[src/design/brdr_pkg.sv]
// Package for the byte ring with delimited reads: shared types, codes and defaults.
// Used by brdr_match and the top level in the design folder; depends on nothing else.
`timescale 1ns / 1ps
package brdr_pkg;

   localparam int DEPTH_DEFAULT = 64;

   localparam logic [7:0] END_FIRST_RESET  = 8'd13;
   localparam logic [7:0] END_SECOND_RESET = 8'd10;
   localparam logic [6:0] PKT_MAX          = 7'd127;

   typedef enum logic [1:0] {
      ST_STORED  = 2'd0,
      ST_DROPPED = 2'd1,
      ST_MSG     = 2'd2,
      ST_NONE    = 2'd3
   } status_type;

   typedef enum logic {
      MODE_WRITE = 1'b0,
      MODE_READ  = 1'b1
   } mode_type;

   typedef enum logic [1:0] {
      CSR_END_FIRST  = 2'd0,
      CSR_END_SECOND = 2'd1
   } csr_index_type;

   typedef enum logic [2:0] {
      S_IDLE,
      S_SCAN_RD,
      S_SCAN_CHK,
      S_EMIT_RD,
      S_EMIT_OUT,
      S_ZERO_A,
      S_ZERO_B
   } state_type;

   typedef struct packed {
      logic clear;
      logic load;
   } match_ctl_type;

endpackage

[src/design/brdr_mem.sv]
// Byte storage of the ring: one write port and one read port with registered read data.
// Depends on nothing but its parameters.
`timescale 1ns / 1ps
module brdr_mem #(
   parameter int DEPTH = 64,
   parameter int PTR_W = 6
) (
   input  logic             clock,
   input  logic             wr_en,
   input  logic [PTR_W-1:0] wr_addr,
   input  logic [7:0]       wr_data,
   input  logic             rd_en,
   input  logic [PTR_W-1:0] rd_addr,
   output logic [7:0]       rd_data
);

   logic [7:0] mem_ff [DEPTH];
   logic [7:0] rd_data_ff;

   always_ff @(posedge clock) begin
      if (wr_en) begin
         mem_ff[wr_addr] <= wr_data;
      end
      if (rd_en) begin
         rd_data_ff <= mem_ff[rd_addr];
      end
   end

   assign rd_data = rd_data_ff;

endmodule

[src/design/brdr_match.sv]
// Terminator compare unit: holds the previously scanned byte and flags the two-byte end mark.
// Depends on brdr_pkg for the control struct.
`timescale 1ns / 1ps
module brdr_match
   import brdr_pkg::*;
(
   input  logic          clock,
   input  logic          reset,
   input  match_ctl_type ctl,
   input  logic [7:0]    cur_byte,
   input  logic [7:0]    end_first,
   input  logic [7:0]    end_second,
   output logic          hit
);

   logic [7:0] prev_ff;
   logic       prev_valid_ff;

   always_ff @(posedge clock) begin
      if (reset) begin
         prev_valid_ff <= 1'b0;
      end else if (ctl.clear) begin
         prev_valid_ff <= 1'b0;
      end else if (ctl.load) begin
         prev_valid_ff <= 1'b1;
      end
      if (ctl.load) begin
         prev_ff <= cur_byte;
      end
   end

   assign hit = prev_valid_ff && (prev_ff == end_first) && (cur_byte == end_second);

endmodule

[src/design/byte_ring_with_delimited_reads.sv]
// Byte ring with delimited reads, top level: sequencer, pointers, counts and result register.
// A write word gives its result in the cycle after acceptance; while rsp_ready is high,
// writes can follow every cycle. A read word scans each stored byte through the single memory
// read port (S_SCAN_RD, S_SCAN_CHK), then emits each message byte (S_EMIT_RD, S_EMIT_OUT),
// with any wait on rsp_ready; no word is taken meanwhile. Reset clears pointers, counts
// and state; storage is not cleared, since reads only reach bytes that have been written.
`timescale 1ns / 1ps
module byte_ring_with_delimited_reads
   import brdr_pkg::*;
#(
   parameter int DEPTH = DEPTH_DEFAULT
) (
   input  logic       clock,
   input  logic       reset,
   input  logic       req_valid,
   output logic       req_ready,
   input  logic       req_mode,
   input  logic [7:0] req_data_byte,
   input  logic [5:0] req_packet_len,
   input  logic       req_first_of_packet,
   input  logic       req_last_of_packet,
   output logic       rsp_valid,
   input  logic       rsp_ready,
   output logic [7:0] rsp_out_byte,
   output logic [1:0] rsp_status,
   output logic       rsp_last,
   input  logic       csr_we,
   input  logic [1:0] csr_index,
   input  logic [7:0] csr_wdata
);

   localparam int PTR_W = $clog2(DEPTH);
   localparam int CNT_W = $clog2(DEPTH + 1);

   function automatic logic [PTR_W-1:0] ring_add(input logic [PTR_W-1:0] p,
                                                 input logic [1:0] k);
      logic [PTR_W:0] sum;
      sum = {1'b0, p} + (PTR_W + 1)'(k);
      if (sum >= (PTR_W + 1)'(DEPTH)) begin
         sum = sum - (PTR_W + 1)'(DEPTH);
      end
      return sum[PTR_W-1:0];
   endfunction

   state_type        state_ff, state_in;
   logic [PTR_W-1:0] wp_ff, wp_in;
   logic [PTR_W-1:0] rp_ff, rp_in;
   logic [CNT_W-1:0] free_ff, free_in;
   logic [6:0]       pkts_ff, pkts_in;
   logic             accepted_ff, accepted_in;
   logic [7:0]       end_first_ff, end_second_ff;
   logic [PTR_W-1:0] scan_addr_ff, scan_addr_in;
   logic [CNT_W-1:0] scan_cnt_ff, scan_cnt_in;
   logic [CNT_W-1:0] msg_len_ff, msg_len_in;
   logic [PTR_W-1:0] emit_addr_ff, emit_addr_in;
   logic [CNT_W-1:0] emit_left_ff, emit_left_in;
   logic             rsp_valid_ff, rsp_valid_in;
   status_type       rsp_status_ff, rsp_status_in;
   logic             rsp_last_ff, rsp_last_in;

   logic             mem_we;
   logic [PTR_W-1:0] mem_waddr;
   logic [7:0]       mem_wdata;
   logic             mem_re;
   logic [PTR_W-1:0] mem_raddr;
   logic [7:0]       mem_rdata;
   match_ctl_type    match_ctl;
   logic             match_hit;
   logic             req_fire;
   logic             acc_now;
   logic             do_store;

   brdr_mem #(
      .DEPTH (DEPTH),
      .PTR_W (PTR_W)
   ) u_mem (
      .clock   (clock),
      .wr_en   (mem_we),
      .wr_addr (mem_waddr),
      .wr_data (mem_wdata),
      .rd_en   (mem_re),
      .rd_addr (mem_raddr),
      .rd_data (mem_rdata)
   );

   brdr_match u_match (
      .clock      (clock),
      .reset      (reset),
      .ctl        (match_ctl),
      .cur_byte   (mem_rdata),
      .end_first  (end_first_ff),
      .end_second (end_second_ff),
      .hit        (match_hit)
   );

   assign req_ready = (state_ff == S_IDLE) && (!rsp_valid_ff || rsp_ready);
   assign req_fire  = req_valid && req_ready;
   assign acc_now   = req_first_of_packet ? (7'(free_ff) > {1'b0, req_packet_len})
                                          : accepted_ff;
   assign do_store  = acc_now && (free_ff > CNT_W'(1));

   always_ff @(posedge clock) begin
      if (reset) begin
         end_first_ff  <= END_FIRST_RESET;
         end_second_ff <= END_SECOND_RESET;
      end else if (csr_we) begin
         case (csr_index_type'(csr_index))
            CSR_END_FIRST:  end_first_ff  <= csr_wdata;
            CSR_END_SECOND: end_second_ff <= csr_wdata;
            default: ;
         endcase
      end
   end

   always_ff @(posedge clock) begin
      if (reset) begin
         state_ff     <= S_IDLE;
         wp_ff        <= '0;
         rp_ff        <= '0;
         free_ff      <= CNT_W'(DEPTH);
         pkts_ff      <= '0;
         accepted_ff  <= 1'b0;
         rsp_valid_ff <= 1'b0;
      end else begin
         state_ff     <= state_in;
         wp_ff        <= wp_in;
         rp_ff        <= rp_in;
         free_ff      <= free_in;
         pkts_ff      <= pkts_in;
         accepted_ff  <= accepted_in;
         rsp_valid_ff <= rsp_valid_in;
      end
      scan_addr_ff  <= scan_addr_in;
      scan_cnt_ff   <= scan_cnt_in;
      msg_len_ff    <= msg_len_in;
      emit_addr_ff  <= emit_addr_in;
      emit_left_ff  <= emit_left_in;
      rsp_status_ff <= rsp_status_in;
      rsp_last_ff   <= rsp_last_in;
   end

   always_comb begin
      state_in      = state_ff;
      wp_in         = wp_ff;
      rp_in         = rp_ff;
      free_in       = free_ff;
      pkts_in       = pkts_ff;
      accepted_in   = accepted_ff;
      scan_addr_in  = scan_addr_ff;
      scan_cnt_in   = scan_cnt_ff;
      msg_len_in    = msg_len_ff;
      emit_addr_in  = emit_addr_ff;
      emit_left_in  = emit_left_ff;
      rsp_valid_in  = rsp_valid_ff && !rsp_ready;
      rsp_status_in = rsp_status_ff;
      rsp_last_in   = rsp_last_ff;
      mem_we        = 1'b0;
      mem_waddr     = wp_ff;
      mem_wdata     = req_data_byte;
      mem_re        = 1'b0;
      mem_raddr     = scan_addr_ff;
      match_ctl     = '{clear: 1'b0, load: 1'b0};

      case (state_ff)
         S_IDLE: begin
            if (req_fire) begin
               if (mode_type'(req_mode) == MODE_WRITE) begin
                  if (do_store) begin
                     mem_we  = 1'b1;
                     wp_in   = ring_add(wp_ff, 2'd1);
                     free_in = free_ff - CNT_W'(1);
                  end
                  if (req_last_of_packet) begin
                     if (acc_now && (pkts_ff < PKT_MAX)) begin
                        pkts_in = pkts_ff + 7'd1;
                     end
                     accepted_in = 1'b0;
                  end else begin
                     accepted_in = acc_now;
                  end
                  rsp_valid_in  = 1'b1;
                  rsp_status_in = do_store ? ST_STORED : ST_DROPPED;
                  rsp_last_in   = 1'b1;
               end else if (pkts_ff == '0) begin
                  rsp_valid_in  = 1'b1;
                  rsp_status_in = ST_NONE;
                  rsp_last_in   = 1'b1;
               end else begin
                  scan_addr_in    = rp_ff;
                  scan_cnt_in     = '0;
                  match_ctl.clear = 1'b1;
                  state_in        = S_SCAN_RD;
               end
            end
         end
         S_SCAN_RD: begin
            if (scan_addr_ff == wp_ff) begin
               rsp_valid_in  = 1'b1;
               rsp_status_in = ST_NONE;
               rsp_last_in   = 1'b1;
               state_in      = S_IDLE;
            end else begin
               mem_re   = 1'b1;
               state_in = S_SCAN_CHK;
            end
         end
         S_SCAN_CHK: begin
            if (match_hit) begin
               msg_len_in   = scan_cnt_ff - CNT_W'(1);
               emit_left_in = scan_cnt_ff - CNT_W'(1);
               emit_addr_in = rp_ff;
               if (scan_cnt_ff == CNT_W'(1)) begin
                  state_in = S_ZERO_A;
               end else begin
                  state_in = S_EMIT_RD;
               end
            end else begin
               match_ctl.load = 1'b1;
               scan_cnt_in    = scan_cnt_ff + CNT_W'(1);
               scan_addr_in   = ring_add(scan_addr_ff, 2'd1);
               state_in       = S_SCAN_RD;
            end
         end
         S_EMIT_RD: begin
            mem_re        = 1'b1;
            mem_raddr     = emit_addr_ff;
            rsp_valid_in  = 1'b1;
            rsp_status_in = ST_MSG;
            rsp_last_in   = (emit_left_ff == CNT_W'(1));
            state_in      = S_EMIT_OUT;
         end
         S_EMIT_OUT: begin
            if (rsp_ready) begin
               emit_addr_in = ring_add(emit_addr_ff, 2'd1);
               emit_left_in = emit_left_ff - CNT_W'(1);
               if (rsp_last_ff) begin
                  rp_in    = ring_add(emit_addr_ff, 2'd3);
                  free_in  = free_ff + msg_len_ff + CNT_W'(2);
                  pkts_in  = pkts_ff - 7'd1;
                  state_in = S_IDLE;
               end else begin
                  state_in = S_EMIT_RD;
               end
            end
         end
         S_ZERO_A: begin
            mem_we    = 1'b1;
            mem_waddr = rp_ff;
            mem_wdata = '0;
            state_in  = S_ZERO_B;
         end
         S_ZERO_B: begin
            mem_we        = 1'b1;
            mem_waddr     = ring_add(rp_ff, 2'd1);
            mem_wdata     = '0;
            rsp_valid_in  = 1'b1;
            rsp_status_in = ST_NONE;
            rsp_last_in   = 1'b1;
            state_in      = S_IDLE;
         end
         default: begin
            state_in = S_IDLE;
         end
      endcase
   end

   assign rsp_valid    = rsp_valid_ff;
   assign rsp_status   = rsp_status_ff;
   assign rsp_last     = rsp_last_ff;
   assign rsp_out_byte = (rsp_status_ff == ST_MSG) ? mem_rdata : 8'd0;

   logic [PTR_W:0] ring_used;
   assign ring_used = (wp_ff >= rp_ff) ? {1'b0, wp_ff} - {1'b0, rp_ff}
                                       : {1'b0, wp_ff} + (PTR_W + 1)'(DEPTH) - {1'b0, rp_ff};

   a_space_matches_pointers: assert property (@(posedge clock) disable iff (reset)
      (CNT_W + 1)'(ring_used) + (CNT_W + 1)'(free_ff) == (CNT_W + 1)'(DEPTH))
      else $error("free space disagrees with pointer distance");

   a_one_slot_free: assert property (@(posedge clock) disable iff (reset)
      free_ff >= CNT_W'(1))
      else $error("ring filled its last slot");

   a_no_result_while_scanning: assert property (@(posedge clock) disable iff (reset)
      (state_ff == S_SCAN_RD || state_ff == S_SCAN_CHK) |-> !rsp_valid_ff)
      else $error("result pending during scan");

   a_emit_shows_result: assert property (@(posedge clock) disable iff (reset)
      state_ff == S_EMIT_OUT |-> rsp_valid_ff && rsp_status_ff == ST_MSG)
      else $error("message byte not presented");

   a_packets_drop_after_emit: assert property (@(posedge clock) disable iff (reset)
      (state_ff == S_EMIT_OUT && rsp_ready && rsp_last_ff) |=> pkts_ff == $past(pkts_ff) - 7'd1)
      else $error("packet count not reduced after message");

endmodule

[config.mk]
export PLATFORM = sky130hd
export DESIGN_NAME = byte_ring_with_delimited_reads
export DESIGN_NICKNAME = d
export VERILOG_FILES = /design/src/design/brdr_pkg.sv /design/src/design/brdr_mem.sv /design/src/design/brdr_match.sv /design/src/design/byte_ring_with_delimited_reads.sv
export SDC_FILE = /design/constraint.sdc
export NUM_CORES = 1
export LEC_CHECK = 0
export ABC_AREA = 1
export ABC_CLOCK_PERIOD_IN_PS = 5190
export BUFFER_PORTS_ARGS = -buffer_cell sky130_fd_sc_hd__buf_2
export CORE_ASPECT_RATIO = 0.6
export CORE_UTILIZATION = 35
export DETAILED_ROUTE_END_ITERATION = 10
export SETUP_SLACK_MARGIN = 0.4
export SYNTH_ARGS = -nofsm -noshare
export SYNTH_HDL_FRONTEND = slang
export SYNTH_SLANG_ARGS = --single-unit
[constraint.sdc]
create_clock -name clock -period 5.19 [get_ports clock]
set_input_delay 1.038 -clock clock [delete_from_list [all_inputs] [get_ports clock]]
set_output_delay 1.038 -clock clock [all_outputs]
set_load 0.02 [all_outputs]
==> run_results.csv <==
group,metric,value,unit
final_layout,nets,3087,
floorplan,fp.dieW,372,um
routing,avgViaCountPerCell,5.02,
synthesis,synth_xor_area_share,1.22,%
placed_design,port_buffers,44,
final_layout,n_antenna_cell,0,
clocking,clkLatencyLatePin,0.62,ns
timing,fin_crit_sh,69.7,%
critical_path,end_kind,"flip-flop",
clocking,cts.clk_slew.worst_paths,0.07,ns
clocking,cts_root_buf,"clkbuf_16",
synthesis,synth_compound_area_share,2.57,%
critical_path,worstSetupPathType,"reg -> reg",
critical_path,slowest_delay,0.67,ns
global_route,first_global_vias,18900,
clocking,cts.repair.resized,0,
synthesis,synth_top_family_by_area,"simple AND/OR/NAND/NOR gates",
critical_path,timing.critical_path.required,5.43,ns
floorplan,placementRows,80,
critical_path,crit_fanout,14,
floorplan,core,0.0803,mm2
global_route,grt_usage,18.9,%
synthesis,yosys_most_used_dff,"edfxtp_1",
critical_path,crit_chain,"nand2_1 > nor2_2 > inv_2 > nand2_2 > inv_2 > nand2_1 > o21ai_1 > nor2_1 > inv_2 > nor2_1 > nand2_1 > nor2_1",
floorplan,dieArea,0.0832,mm2
final_layout,fillers,7935,
routing,routed_wl,79400,um
timing,setup_viol,0,
global_route,grt_pass1_wl,119000,um
timing,finalSetupTns,0,ns
clocking,postCtsSetupBuffers,0,
timing,min_period,3.62,ns
synthesis,synth_cell_types,41,
final_layout,area_growth,11.9,%
timing,hold_viol,0,
synthesis,synthArstFlopShare,0,%
final_layout,layout_commonest_cell,"nand2_1",
clocking,tritoncts,"done",
global_route,antenna_found_initial,0,
routing,drt_iter0_drc,2869,
final_layout,multiInputGateArea,0.00818,mm2
placed_design,gp_congestion,0.898,
global_route,grt_start_max_net_pins,129,
critical_path,crit_buf_inv,3,
synthesis,synth_top_area_share,59.0,%
floorplan,ioPinCount,45,
synthesis,yosys-top-cells-area,"edfxtp_1 (59%), nand3_1 (9.3%), nand2_1 (9.0%)",
synthesis,yosys_warnings,0,
synthesis,synth_edf_count,564,
status,status,"complete, no violations",
synthesis,synthAdderAreaFrac,1.62,%
routing,drt_first_pass_iters,6,
critical_path,crit_slowest_cell,"nor2_1",
timing,whs,0.461,ns
synthesis,synth_area,0.0287,mm2
clocking,cts_max_level,2,
clocking,cts_hold_buffers,0,
clocking,cts.sinks,612,
synthesis,yosys.area_share.simple,22.7,%
power,power_density,339,mW/mm2
critical_path,start_kind,"flip-flop",
synthesis,ys_seq_area_share,62.4,%
critical_path,rrSetupSlack,1.57,ns
timing,skew,0.0221,ns
clocking,cts.path.max_buffers,3,
critical_path,arrival,3.85,ns
timing,tightest_slew,1.23,ns
synthesis,yosysTopAreaCell,"edfxtp_1",
routing,drc,0,
hold_path,hold_path_class,"reg -> reg",
final_layout,drive_above_1_share,6.75,%
power,ir_drop,213,uV
synthesis,syn_inst,3012,
routing,vias,20700,
synthesis,synth_seq_cells,612,
power,leakage,13.5,nW
critical_path,cp_top_family,"simple AND/OR/NAND/NOR gates",
timing,fmax,276,MHz
synthesis,synthMuxAreaShare,0,%
synthesis,syn_area_per_cell,9.52,um2
final_layout,register_area,0.0179,mm2
timing,drv_slew,0,
run,max-cap-violations,0,
routing,avgRoutedWirePerCell,19.2,um
synthesis,synth_nets,3080,
global_route,gr-total-overflow,0,
final_layout,layout_common_cells,"nand2_1 (684), inv_1 (566), edfxtp_1 (564), nand3_1 (531), nor2_1 (170)",
routing,antenna_left,0,
floorplan,die_h,224,um
clocking,cts_buffers,54,
timing,rsz0062_at_grt,"no",
timing,slew_headroom,17.7,%
floorplan,start_util,35.7,%
placed_design,hpwl,49400,um
## metrics by stage
step	std cells	cell area, um2	setup slack [ns]	power [mW]	utilization [%]
global placement	4029	30100	1.10	6.37	37.5
CTS	4131	32100	1.60	10.9	40.0
floorplan	3012	28700	1.90	6.07	-
detailed placement	4029	30100	1.03	6.38	37.5
global route	4131	32100	1.31	11.2	40.0
finish	4131	32100	1.57	10.9	40.0
## cell type report
type	count	share of cell area (%)
sequential	612	55.7
multi-input combinational	1699	25.5
inverter	578	6.76
clock buffer	62	4.50
tap	1066	4.15
clock inverter	40	1.78
timing repair buffer	74	1.62
## worst register-to-register path: stages, from the launching register on
cell and delay [ns]:
dfxtp_1 0.45, nand2_1 0.12, nor2_2 0.27, inv_2 0.09
nand2_2 0.43, inv_2 0.18, nand2_1 0.09, o21ai_1 0.06
nor2_1 0.27, inv_2 0.07, nor2_1 0.15, nand2_1 0.38
nor2_1 0.68
## synthesized netlist by cell type (9+ instances only)
| master | number |
|---|---|
| inv_2 | 9 |
| nor3_1 | 16 |
| a21oi_1 | 48 |
| inv_1 | 566 |
| clkbuf_1 | 35 |
| nand3_1 | 531 |
| dfxtp_1 | 48 |
| nor2_1 | 178 |
| buf_1 | 10 |
| o21ai_0 | 60 |
| xor2_1 | 30 |
| nand3b_1 | 35 |
| buf_2 | 76 |
| nand4_1 | 13 |
| edfxtp_1 | 564 |
| nand2_1 | 686 |
| ha_1 | 34 |
| nand2_2 | 12 |
| xnor2_1 | 10 |
## cells by family (layout without fill, tap and decap cells)
group | after synthesis | count (layout)
AOI/OAI and AO/OA | 136 | 136
xor gates and xnor gates | 40 | 40
adders and majority gates | 36 | 36
buffers and inverters | 701 | 754
DFF | 612 | 612
and+or+nand+nor | 1487 | 1487
## report_power, final
group	switching [mW]	leakage, nW	internal, mW
Combinational	0.603	7.01	0.224
Clock	1.90	0.976	2.71
Sequential	0.0407	5.46	5.42
Total	2.54	13.5	8.35
## per-layer routing
metal	global-route usage (%)	up-vias	part of all wire [%]
met2	24.0	914	38
met1	31.0	9893	50
met3	5.23	90	11
met4	3.27	2	1.4
met5	1.05	-	0.15
li1	-	9818	-
## worst paths after layout
kind / from / to / cells past startpoint
max: state_ff[1] / u_mem.mem_ff[6][3] / 12
min: u_mem.rd_data[6] / u_match.prev_ff[6] / 0
max reg2reg: state_ff[1] / u_mem.mem_ff[6][3] / 12
min reg2reg: u_mem.rd_data[6] / u_match.prev_ff[6] / 0
## registers in the layout, summed over array words and instances (netlist names)
name,flops
u_mem.mem_ff,512
end_first_ff,8
end_second_ff,8
u_match.prev_ff,8
u_mem.rd_data,8
emit_left_ff,7
free_ff,7
msg_len_ff,7
pkts_ff,7
scan_cnt_ff,7
emit_addr_ff,6
rp_ff,6
scan_addr_ff,6
wp_ff,6
state_ff,3
rsp_status,2
accepted_ff,1
rsp_last,1
rsp_valid,1
u_match.prev_valid_ff,1
(Power assumes the default switching activity.)
